$ cat config.mk
export PLATFORM = sky130hd
export DESIGN_NAME = status_frame_deframer_top_flat
export DESIGN_NICKNAME = d
export VERILOG_FILES = /design/src/rtl/sfd_pkg.sv /design/src/rtl/sfd_in_if.sv /design/src/rtl/sfd_out_if.sv /design/src/rtl/sfd_ram.sv /design/src/rtl/sfd_ctrl.sv /design/src/rtl/sfd_datapath.sv /design/src/rtl/status_frame_deframer_top.sv /design/src/flat_wrapper.sv
export SDC_FILE = /design/constraint.sdc
export NUM_CORES = 1
export LEC_CHECK = 0
export BUFFER_PORTS_ARGS = -buffer_cell sky130_fd_sc_hd__buf_2
export CORE_UTILIZATION = 35
export DETAILED_ROUTE_END_ITERATION = 10
export SYNTH_ARGS = -nofsm -noshare
export SYNTH_HDL_FRONTEND = slang
export SYNTH_SLANG_ARGS = --single-unit
$ cat constraint.sdc
create_clock -name clk -period 4.18 [get_ports clk]
set_input_delay 0 -clock clk [delete_from_list [all_inputs] [get_ports clk]]
set_output_delay 0 -clock clk [all_outputs]
set_load 0.05 [all_outputs]
$ cat src/rtl/sfd_pkg.sv
// Package for the status frame deframer: frame constants and the
// control/status structs shared by the controller and the datapath.
// No dependencies.
package sfd_pkg;

    // Header sequence that opens a frame
    localparam logic [7:0] HDR_FIRST  = 8'd205;
    localparam logic [7:0] HDR_SECOND = 8'd235;
    localparam logic [7:0] HDR_THIRD  = 8'd215;

    // Frame layout: five groups of five bytes
    localparam int STATUS_LEN  = 25;
    localparam int GROUPS      = 5;
    localparam int GROUP_BYTES = 5;

    localparam int ADDR_W  = $clog2(STATUS_LEN);
    localparam int INDEX_W = 3;
    localparam int POS_W   = 3;

    localparam logic [7:0]         STATUS_LEN_B  = 8'(STATUS_LEN);
    localparam logic [POS_W-1:0]   POS_LAST      = POS_W'(GROUP_BYTES - 1);
    localparam logic [INDEX_W-1:0] GROUP_LAST    = INDEX_W'(GROUPS - 1);

    // Commands from the controller to the datapath
    typedef struct packed {
        logic take;        // raise ready on the byte channel
        logic start;       // clear the group walk for a full frame
        logic rd;          // issue a payload read
        logic acc;         // fold the read byte into the word and sum
        logic load_out;    // load the result register when the check byte is read
        logic show;        // present the result item
        logic next_group;  // advance to the next group
    } cmd_t;

    // Status from the datapath to the controller
    typedef struct packed {
        logic in_valid;
        logic frame_done;  // the byte on the channel completes a 25-byte frame
        logic out_ready;
        logic pos_last;    // read byte is the check byte of its group
        logic group_last;  // current group is the fifth
    } status_t;

endpackage

$ cat src/rtl/sfd_in_if.sv
// Byte channel interface: valid/ready handshake carrying one serial byte.
// No dependencies.
interface sfd_in_if;
    logic       valid;
    logic       ready;
    logic [7:0] rx_byte;

    modport source (output valid, output rx_byte, input ready);
    modport sink (input valid, input rx_byte, output ready);
endinterface

$ cat src/rtl/sfd_out_if.sv
// Status word channel interface: valid/ready handshake carrying one result item.
// Depends on sfd_pkg.
interface sfd_out_if;
    logic                           valid;
    logic                           ready;
    logic [sfd_pkg::INDEX_W-1:0]    word_index;
    logic [31:0]                    word_value;
    logic                           checksum_ok;
    logic                           last_word;

    modport source (output valid, output word_index, output word_value,
                    output checksum_ok, output last_word, input ready);
    modport sink (input valid, input word_index, input word_value,
                  input checksum_ok, input last_word, output ready);
endinterface

$ cat src/rtl/sfd_ram.sv
// Generic single-write, single-read RAM with registered read data.
// No dependencies.
module sfd_ram #(
    parameter int WIDTH = 8,
    parameter int DEPTH = 25
) (
    input  logic                     clk,
    input  logic                     we,
    input  logic [$clog2(DEPTH)-1:0] waddr,
    input  logic [WIDTH-1:0]         wdata,
    input  logic                     re,
    input  logic [$clog2(DEPTH)-1:0] raddr,
    output logic [WIDTH-1:0]         rdata
);

    logic [WIDTH-1:0] mem [DEPTH];
    logic [WIDTH-1:0] rdata_reg;

    always_ff @(posedge clk)
    begin
        if (we)
        begin
            mem[waddr] <= wdata;
        end
        if (re)
        begin
            rdata_reg <= mem[raddr];
        end
    end

    assign rdata = rdata_reg;

endmodule

$ cat src/rtl/sfd_ctrl.sv
// Controller for the status frame deframer: receive, read, fold and present.
// Depends on sfd_pkg.
module sfd_ctrl (
    input  logic             clk,
    input  logic             rst_n,
    input  sfd_pkg::status_t st,
    output sfd_pkg::cmd_t    cmd
);

    localparam logic [1:0] S_RX  = 2'd0;
    localparam logic [1:0] S_RD  = 2'd1;
    localparam logic [1:0] S_ACC = 2'd2;
    localparam logic [1:0] S_OUT = 2'd3;

    logic [1:0] state_reg;
    logic [1:0] state_next;

    always_comb
    begin
        cmd        = '0;
        state_next = state_reg;
        unique case (state_reg)
            S_RX:
            begin
                cmd.take = 1'b1;
                if (st.in_valid && st.frame_done)
                begin
                    cmd.start  = 1'b1;
                    state_next = S_RD;
                end
            end
            S_RD:
            begin
                cmd.rd     = 1'b1;
                state_next = S_ACC;
            end
            S_ACC:
            begin
                if (st.pos_last)
                begin
                    cmd.load_out = 1'b1;
                    state_next   = S_OUT;
                end
                else
                begin
                    cmd.acc    = 1'b1;
                    state_next = S_RD;
                end
            end
            S_OUT:
            begin
                cmd.show = 1'b1;
                if (st.out_ready)
                begin
                    if (st.group_last)
                    begin
                        state_next = S_RX;
                    end
                    else
                    begin
                        cmd.next_group = 1'b1;
                        state_next     = S_RD;
                    end
                end
            end
            default:
            begin
                state_next = S_RX;
            end
        endcase
    end

    always_ff @(posedge clk or negedge rst_n)
    begin
        if (!rst_n)
        begin
            state_reg <= S_RX;
        end
        else
        begin
            state_reg <= state_next;
        end
    end

endmodule

$ cat src/rtl/sfd_datapath.sv
// Datapath for the status frame deframer: header tracking, payload store,
// group word/checksum assembly and the result register.
// Depends on sfd_pkg, sfd_in_if, sfd_out_if and sfd_ram.
module sfd_datapath (
    input  logic             clk,
    input  logic             rst_n,
    sfd_in_if.sink           bytes,
    sfd_out_if.source        words,
    input  sfd_pkg::cmd_t    cmd,
    output sfd_pkg::status_t st
);

    logic [7:0] older_reg,  older_next;
    logic [7:0] newer_reg,  newer_next;
    logic       await_reg,  await_next;
    logic [7:0] target_reg, target_next;
    logic [7:0] count_reg,  count_next;

    logic [sfd_pkg::ADDR_W-1:0]  addr_reg,  addr_next;
    logic [sfd_pkg::POS_W-1:0]   pos_reg,   pos_next;
    logic [sfd_pkg::INDEX_W-1:0] group_reg, group_next;
    logic [31:0]                 word_reg,  word_next;
    logic [7:0]                  sum_reg,   sum_next;

    logic [sfd_pkg::INDEX_W-1:0] out_index_reg;
    logic [31:0]                 out_value_reg;
    logic                        out_ok_reg;
    logic                        out_last_reg;

    logic       in_fire;
    logic       header;
    logic       open_frame;
    logic [7:0] count_inc;
    logic       ram_we;
    logic [7:0] rd_byte;

    assign in_fire    = bytes.valid && cmd.take;
    assign header     = (older_reg == sfd_pkg::HDR_FIRST) &&
                        (newer_reg == sfd_pkg::HDR_SECOND) &&
                        (bytes.rx_byte == sfd_pkg::HDR_THIRD);
    assign open_frame = target_reg > count_reg;
    assign count_inc  = count_reg + 8'd1;
    assign ram_we     = in_fire && !header && !await_reg && open_frame &&
                        (count_reg < sfd_pkg::STATUS_LEN_B);

    // Frame tracking on each accepted byte
    always_comb
    begin
        older_next  = older_reg;
        newer_next  = newer_reg;
        await_next  = await_reg;
        target_next = target_reg;
        count_next  = count_reg;
        if (in_fire)
        begin
            older_next = newer_reg;
            newer_next = bytes.rx_byte;
            priority if (header)
            begin
                await_next  = 1'b1;
                target_next = 8'd0;
                count_next  = 8'd0;
            end
            else if (await_reg)
            begin
                target_next = bytes.rx_byte;
                await_next  = 1'b0;
            end
            else if (open_frame)
            begin
                if (count_inc == target_reg)
                begin
                    target_next = 8'd0;
                    count_next  = 8'd0;
                end
                else
                begin
                    count_next = count_inc;
                end
            end
        end
    end

    sfd_ram #(
        .WIDTH (8),
        .DEPTH (sfd_pkg::STATUS_LEN)
    ) u_store (
        .clk   (clk),
        .we    (ram_we),
        .waddr (count_reg[sfd_pkg::ADDR_W-1:0]),
        .wdata (bytes.rx_byte),
        .re    (cmd.rd),
        .raddr (addr_reg),
        .rdata (rd_byte)
    );

    // Group walk: fold four bytes, compare the fifth
    always_comb
    begin
        addr_next  = addr_reg;
        pos_next   = pos_reg;
        group_next = group_reg;
        word_next  = word_reg;
        sum_next   = sum_reg;
        priority if (cmd.start)
        begin
            addr_next  = '0;
            pos_next   = '0;
            group_next = '0;
            word_next  = '0;
            sum_next   = '0;
        end
        else if (cmd.acc)
        begin
            word_next = {rd_byte, word_reg[31:8]};
            sum_next  = sum_reg + rd_byte;
            pos_next  = pos_reg + sfd_pkg::POS_W'(1);
            addr_next = addr_reg + sfd_pkg::ADDR_W'(1);
        end
        else if (cmd.next_group)
        begin
            word_next  = '0;
            sum_next   = '0;
            pos_next   = '0;
            group_next = group_reg + sfd_pkg::INDEX_W'(1);
            addr_next  = addr_reg + sfd_pkg::ADDR_W'(1);
        end
    end

    always_ff @(posedge clk or negedge rst_n)
    begin
        if (!rst_n)
        begin
            older_reg  <= '0;
            newer_reg  <= '0;
            await_reg  <= 1'b0;
            target_reg <= '0;
            count_reg  <= '0;
            addr_reg   <= '0;
            pos_reg    <= '0;
            group_reg  <= '0;
        end
        else
        begin
            older_reg  <= older_next;
            newer_reg  <= newer_next;
            await_reg  <= await_next;
            target_reg <= target_next;
            count_reg  <= count_next;
            addr_reg   <= addr_next;
            pos_reg    <= pos_next;
            group_reg  <= group_next;
        end
    end

    always_ff @(posedge clk)
    begin
        word_reg <= word_next;
        sum_reg  <= sum_next;
        if (cmd.load_out)
        begin
            out_index_reg <= group_reg;
            out_value_reg <= word_reg;
            out_ok_reg    <= (sum_reg == rd_byte);
            out_last_reg  <= (group_reg == sfd_pkg::GROUP_LAST);
        end
    end

    assign bytes.ready       = cmd.take;
    assign words.valid       = cmd.show;
    assign words.word_index  = out_index_reg;
    assign words.word_value  = out_value_reg;
    assign words.checksum_ok = out_ok_reg;
    assign words.last_word   = out_last_reg;

    assign st.in_valid   = bytes.valid;
    assign st.frame_done = !header && !await_reg &&
                           (target_reg == sfd_pkg::STATUS_LEN_B) &&
                           (count_inc == sfd_pkg::STATUS_LEN_B);
    assign st.out_ready  = words.ready;
    assign st.pos_last   = (pos_reg == sfd_pkg::POS_LAST);
    assign st.group_last = (group_reg == sfd_pkg::GROUP_LAST);

endmodule

$ cat src/rtl/status_frame_deframer_top.sv
// Status frame deframer top level. The byte that completes a 25-byte frame
// starts a walk of the payload store, byte by byte (registered RAM read, then
// fold); a word item is presented once its group's check byte has been read,
// and the next group's walk begins when that item is taken. Throughput: one
// byte per cycle outside of that walk; bytes are held off while a frame's five
// items go out. Reset clears framing state.
module status_frame_deframer_top (
    input  logic      clk,
    input  logic      rst_n,
    sfd_in_if.sink    bytes,
    sfd_out_if.source words
);

    // Commands and status between the controller and the datapath
    sfd_pkg::cmd_t    cmd;
    sfd_pkg::status_t st;

    // Controller: sequences receive, payload read, fold and item hand-off
    sfd_ctrl u_ctrl (
        .clk   (clk),
        .rst_n (rst_n),
        .st    (st),
        .cmd   (cmd)
    );

    // Datapath: header detection, length/count tracking, payload store,
    // word and checksum assembly, and the result register
    sfd_datapath u_datapath (
        .clk   (clk),
        .rst_n (rst_n),
        .bytes (bytes),
        .words (words),
        .cmd   (cmd),
        .st    (st)
    );

endmodule

$ cat src/flat_wrapper.sv
// flat-port wrapper written by rule: the top's interface ports become plain ports
module status_frame_deframer_top_flat 
  (clk, rst_n, bytes_valid, bytes_rx_byte, bytes_ready, words_valid, words_word_index, words_word_value, words_checksum_ok, words_last_word, words_ready);
  sfd_in_if bytes_i ();
  sfd_out_if words_i ();
  input  logic clk;
  input  logic rst_n;
  input wire logic [$bits(bytes_i.valid)-1:0] bytes_valid;
  input wire logic [$bits(bytes_i.rx_byte)-1:0] bytes_rx_byte;
  output wire logic [$bits(bytes_i.ready)-1:0] bytes_ready;
  output wire logic [$bits(words_i.valid)-1:0] words_valid;
  output wire logic [$bits(words_i.word_index)-1:0] words_word_index;
  output wire logic [$bits(words_i.word_value)-1:0] words_word_value;
  output wire logic [$bits(words_i.checksum_ok)-1:0] words_checksum_ok;
  output wire logic [$bits(words_i.last_word)-1:0] words_last_word;
  input wire logic [$bits(words_i.ready)-1:0] words_ready;
  assign bytes_i.valid = bytes_valid;
  assign bytes_i.rx_byte = bytes_rx_byte;
  assign bytes_ready = bytes_i.ready;
  assign words_valid = words_i.valid;
  assign words_word_index = words_i.word_index;
  assign words_word_value = words_i.word_value;
  assign words_checksum_ok = words_i.checksum_ok;
  assign words_last_word = words_i.last_word;
  assign words_i.ready = words_ready;
  status_frame_deframer_top u_core (.clk(clk), .rst_n(rst_n), .bytes(bytes_i), .words(words_i));
endmodule
==> impl_summary.log <==
[metrics] Most used DFF post-synth: sky130_fd_sc_hd__edfxtp_1
[metrics] endpoint arrival time on the critical path: approximately 3.8 ns
[metrics] max_cap viols: 0
[metrics] drt initial violations: 498
[metrics] wirelength, routed: 28470 um
[metrics] fraction of final layout cells sized beyond drive strength 1: 0.2375
[metrics] power density over cell area: between 600 and 700 nW/um2
[metrics] die outline width: 196.8 um
[metrics] average detailed-routed wire length per instance: between 15 and 20 um
[metrics] type of origin of the critical path: register
[metrics] Pre-antenna DRT Iters: 4
[metrics] Sink Count: 331
[metrics] element type at the critical path end: register
[metrics] number of nets in the layout: about 940
[metrics] Die Area: ~39000 um2
[metrics] number of global-route vias before repair: 7288
[metrics] placement-stage cell area: 14310 um2
[metrics] post-synthesis cell area: around 13000 um2
[metrics] vertical extent of the die: between 150 and 200 um
[metrics] DPL Wire Length: 18460 um
[metrics] max-slew violations: 0
[metrics] Crit Path Category: register to register
[metrics] critical-path cell list: clkinv_1, ha_1, nand4_1, nand2b_1, a21o_1, a2111oi_0, buf_4, nand2_1, nor2_1
[metrics] I/O pin total: 51
[metrics] Period minus WS final: 3.623 ns
[metrics] total routing resource utilization after global routing: 0.1505
[metrics] leakage power: 0.005627 uW
[metrics] global-route wire length before repair: 44100 um
[metrics] Post-DRT Antenna Nets: 0
[metrics] max FFs per register: 200
[metrics] final cell count without fillers: 1426
[metrics] number of design rule violations left after detail routing: 0
[metrics] setup total negative slack: 0 ns
[metrics] largest family of logic cells by synthesized area: multiplexers
[metrics] number of H-tree levels: 2
[metrics] peak fanout along the critical path: 11
[metrics] port bufs: 50
[metrics] clk slew on worst S/H paths: 0.06 ns
[metrics] count of inserted antenna diode cells: 0
[metrics] Final Cell Area: 15510 um2
[metrics] share of the synthesized area in compound gates (AO/OA/AOI/OAI): 0.06352
[metrics] TritonCTS Buffers: 35
[metrics] Syn Area/Cell: 16.39 um2
[metrics] maximum number of pins on one net before global-route repair: 47
[metrics] worst max-slew margin expressed relative to the limit: 0.2534
[metrics] post-synthesis net count: roughly 850
[metrics] data required time of the critical path: roughly 4.3 ns
[metrics] synthesized netlist cell count: 810
[metrics] post-DR vias/cell: 5.126
[metrics] post-route clock skew: 0.02638 ns
[metrics] clock latency of the later-clocked register in the worst-skew pair: about 0.52 ns
[metrics] overflow left after global routing: 0
[metrics] post-synthesis share of cell area spent on xor and xnor gates: 0.01555
[metrics] Synth cell types: 54
[metrics] clock tree from TritonCTS: done
[metrics] ys async rst share: 0.1390
[metrics] Adder-Cell Fraction of Synth Area: 0.02507
[metrics] antenna violations before repair: 0
[metrics] achievable clock frequency: 276.0 MHz
[metrics] Worst R2R Setup Slack: 0.56 ns
[metrics] unrepaired setup endpoints after global routing: false
[metrics] crit-path max cell delay: ~0.68 ns
[metrics] number of enable flip-flop cells after synthesis: 245
[metrics] final worst path period share: 0.8668
[metrics] Placer Congestion: 0.8897
[metrics] yosys warns: 0
[metrics] simple-gate area share of the yosys netlist: 0.06644
[metrics] run status: finished, final reports clean
[metrics] total power: 9782 uW
[metrics] number of storage elements in the synthesis netlist: 331
[metrics] count of placed standard cells including taps: 1361
[metrics] Filler cells: 3327
[metrics] row cnt: 70
[metrics] number of hold violations in the final report: 0
[metrics] highest ir drop seen on vdd: 0.2940 mV
[metrics] maximum count of clock buffers along a single path: 3
[metrics] multiplexer share of the synthesized area: 0.1121
[metrics] worst min path class: input port to register
[metrics] area of the core: 36960 um2
[metrics] Final setup viols: 0
[metrics] Worst-Margin Slew: between 1 and 1.5 ns
[metrics] Clock Root Buffer: sky130_fd_sc_hd__clkbuf_16
[metrics] sequential share of the synthesized area: 0.7012
[metrics] Worst path slowest cell: sky130_fd_sc_hd__a2111oi_0
[metrics] via count: 7309
[metrics] layout overhead on the synthesized area: 16.84%
[metrics] utilization after layout: 0.4197
[metrics] effective utilization at floorplan: 0.3592
==> final timing paths <==
check	startpoint	end	cells after the start
worst max-delay path	u_core.u_datapath.count_reg[3]	u_core.u_datapath.u_store.mem[8][4]	9
worst min-delay path	bytes_rx_byte[3]	u_core.u_datapath.newer_reg[3]	4
worst max register to register	u_core.u_datapath.count_reg[3]	u_core.u_datapath.u_store.mem[8][4]	9
worst min register to register	u_core.u_datapath.word_reg[2]	u_core.u_datapath.words.word_value[2]	0
max in group asynchronous	rst_n	u_core.u_datapath.addr_reg[0]	3
min in group asynchronous	rst_n	u_core.u_datapath.target_reg[7]	3
==> cell families (layout without fill, tap and decap cells) <==
| logic type | count (synthesis) | in the layout |
|---|---|---|
| XOR/XNOR | 22 | 22 |
| multiplexers | 77 | 77 |
| adder cells (fa/ha/maj) | 26 | 26 |
| flip-flops | 331 | 331 |
| buffers and inverters | 54 | 166 |
| AO/OA/AOI/OAI | 114 | 114 |
| AND/OR/NAND/NOR | 186 | 186 |
==> critical path, delay by kind of cell (launching register included) <==
kind | cells | cell delay, ns
simple gates | 4 | 0.90
flops | 1 | 0.55
fa+ha+maj | 1 | 0.39
compound gates | 2 | 0.87
buf+inv | 2 | 0.53
==> final cells by class <==
type                            count  area, um2  share of cell area
Tap cell                          504      630.6             0.04065
Clock inverter                     17      200.2             0.01291
Multi-Input combinational cell    425       3790              0.2443
Clock buffer                       44      960.9             0.06195
Inverter                           15      56.30            0.003630
Timing Repair Buffer               90      560.5             0.03613
Sequential cell                   331       9314              0.6004
==> Yosys cell counts (6+ instances only) <==
library cell / count / area (um2)
sky130_fd_sc_hd__nor4_1: 7 / 43.79
sky130_fd_sc_hd__dfxtp_1: 40 / 800.8
sky130_fd_sc_hd__mux4_2: 56 / 1261
sky130_fd_sc_hd__buf_1: 10 / 37.54
sky130_fd_sc_hd__o21ai_0: 19 / 95.09
sky130_fd_sc_hd__mux2i_1: 7 / 70.07
sky130_fd_sc_hd__nor2_1: 43 / 161.4
sky130_fd_sc_hd__edfxtp_1: 245 / 7357
sky130_fd_sc_hd__and3_1: 9 / 56.30
sky130_fd_sc_hd__mux2_2: 14 / 157.7
sky130_fd_sc_hd__xor2_1: 9 / 78.83
sky130_fd_sc_hd__a21oi_1: 18 / 90.09
sky130_fd_sc_hd__and2_1: 6 / 37.54
sky130_fd_sc_hd__a22o_1: 48 / 420.4
sky130_fd_sc_hd__inv_1: 13 / 48.80
sky130_fd_sc_hd__ha_1: 25 / 312.8
sky130_fd_sc_hd__a21o_1: 6 / 45.04
sky130_fd_sc_hd__xnor2_1: 12 / 105.1
sky130_fd_sc_hd__clkbuf_1: 25 / 93.84
sky130_fd_sc_hd__o211ai_1: 9 / 67.56
sky130_fd_sc_hd__nand4_1: 8 / 50.05
sky130_fd_sc_hd__dfrtp_1: 46 / 1151
sky130_fd_sc_hd__nand3_1: 9 / 45.04
sky130_fd_sc_hd__nor3_1: 8 / 40.04
sky130_fd_sc_hd__nand2_1: 76 / 285.3
==> layer usage <==
metal | up-vias | global-route usage | share of wire
met3 | 48 | 0.02704 | 0.054
met2 | 181 | 0.2466 | 0.49
li1 | 3346 | - | -
met1 | 3734 | 0.2040 | 0.43
met5 | - | 0 | 0
met4 | 0 | 0.04594 | 0.026
==> where the power goes <==
| group | total [uW] | internal, uW | switching, uW |
|---|---|---|---|
| Combinational | 2170 | 1140 | 1030 |
| Sequential | 4500 | 3950 | 551 |
| Clock | 3110 | 1880 | 1230 |
==> timing repair <==
action / 4_1_cts / 5_1_grt
hold buffers: 4 / 0
buffers inserted: 0 / 0
resized for setup: 0 / 0
endpoints found under the hold margin: 52 / 0
==> through the flow <==
| step | hold WS (ns) | setup WS, ns |
|---|---|---|
| after floorplan | -0.2956 | 0.7324 |
| after global placement | 0.1399 | 0.6390 |
| after detailed placement | 0.1377 | 0.5715 |
| after CTS | 0.01119 | 0.5319 |
| after global routing | 0.03283 | 0.2783 |
| final | 0.02156 | 0.5569 |
==> cell usage in the layout, fill, tap and decap left out, drive strengths merged, types with 7 or more instances in the layout <==
cell type and count:
a21oi 18, a22o 48, and3 9, buf 86, clkbuf 44, clkinv 14, dfrtp 46, dfxtp 40
edfxtp 245, ha 25, inv 14, mux2 14, mux2i 7, mux4 56, nand2 76, nand3 10
nand4 8, nor2 43, nor3 8, nor4 7, o211ai 9, o21ai 19, xnor2 12, xor2 9
Power figures use the tool's default switching activity.
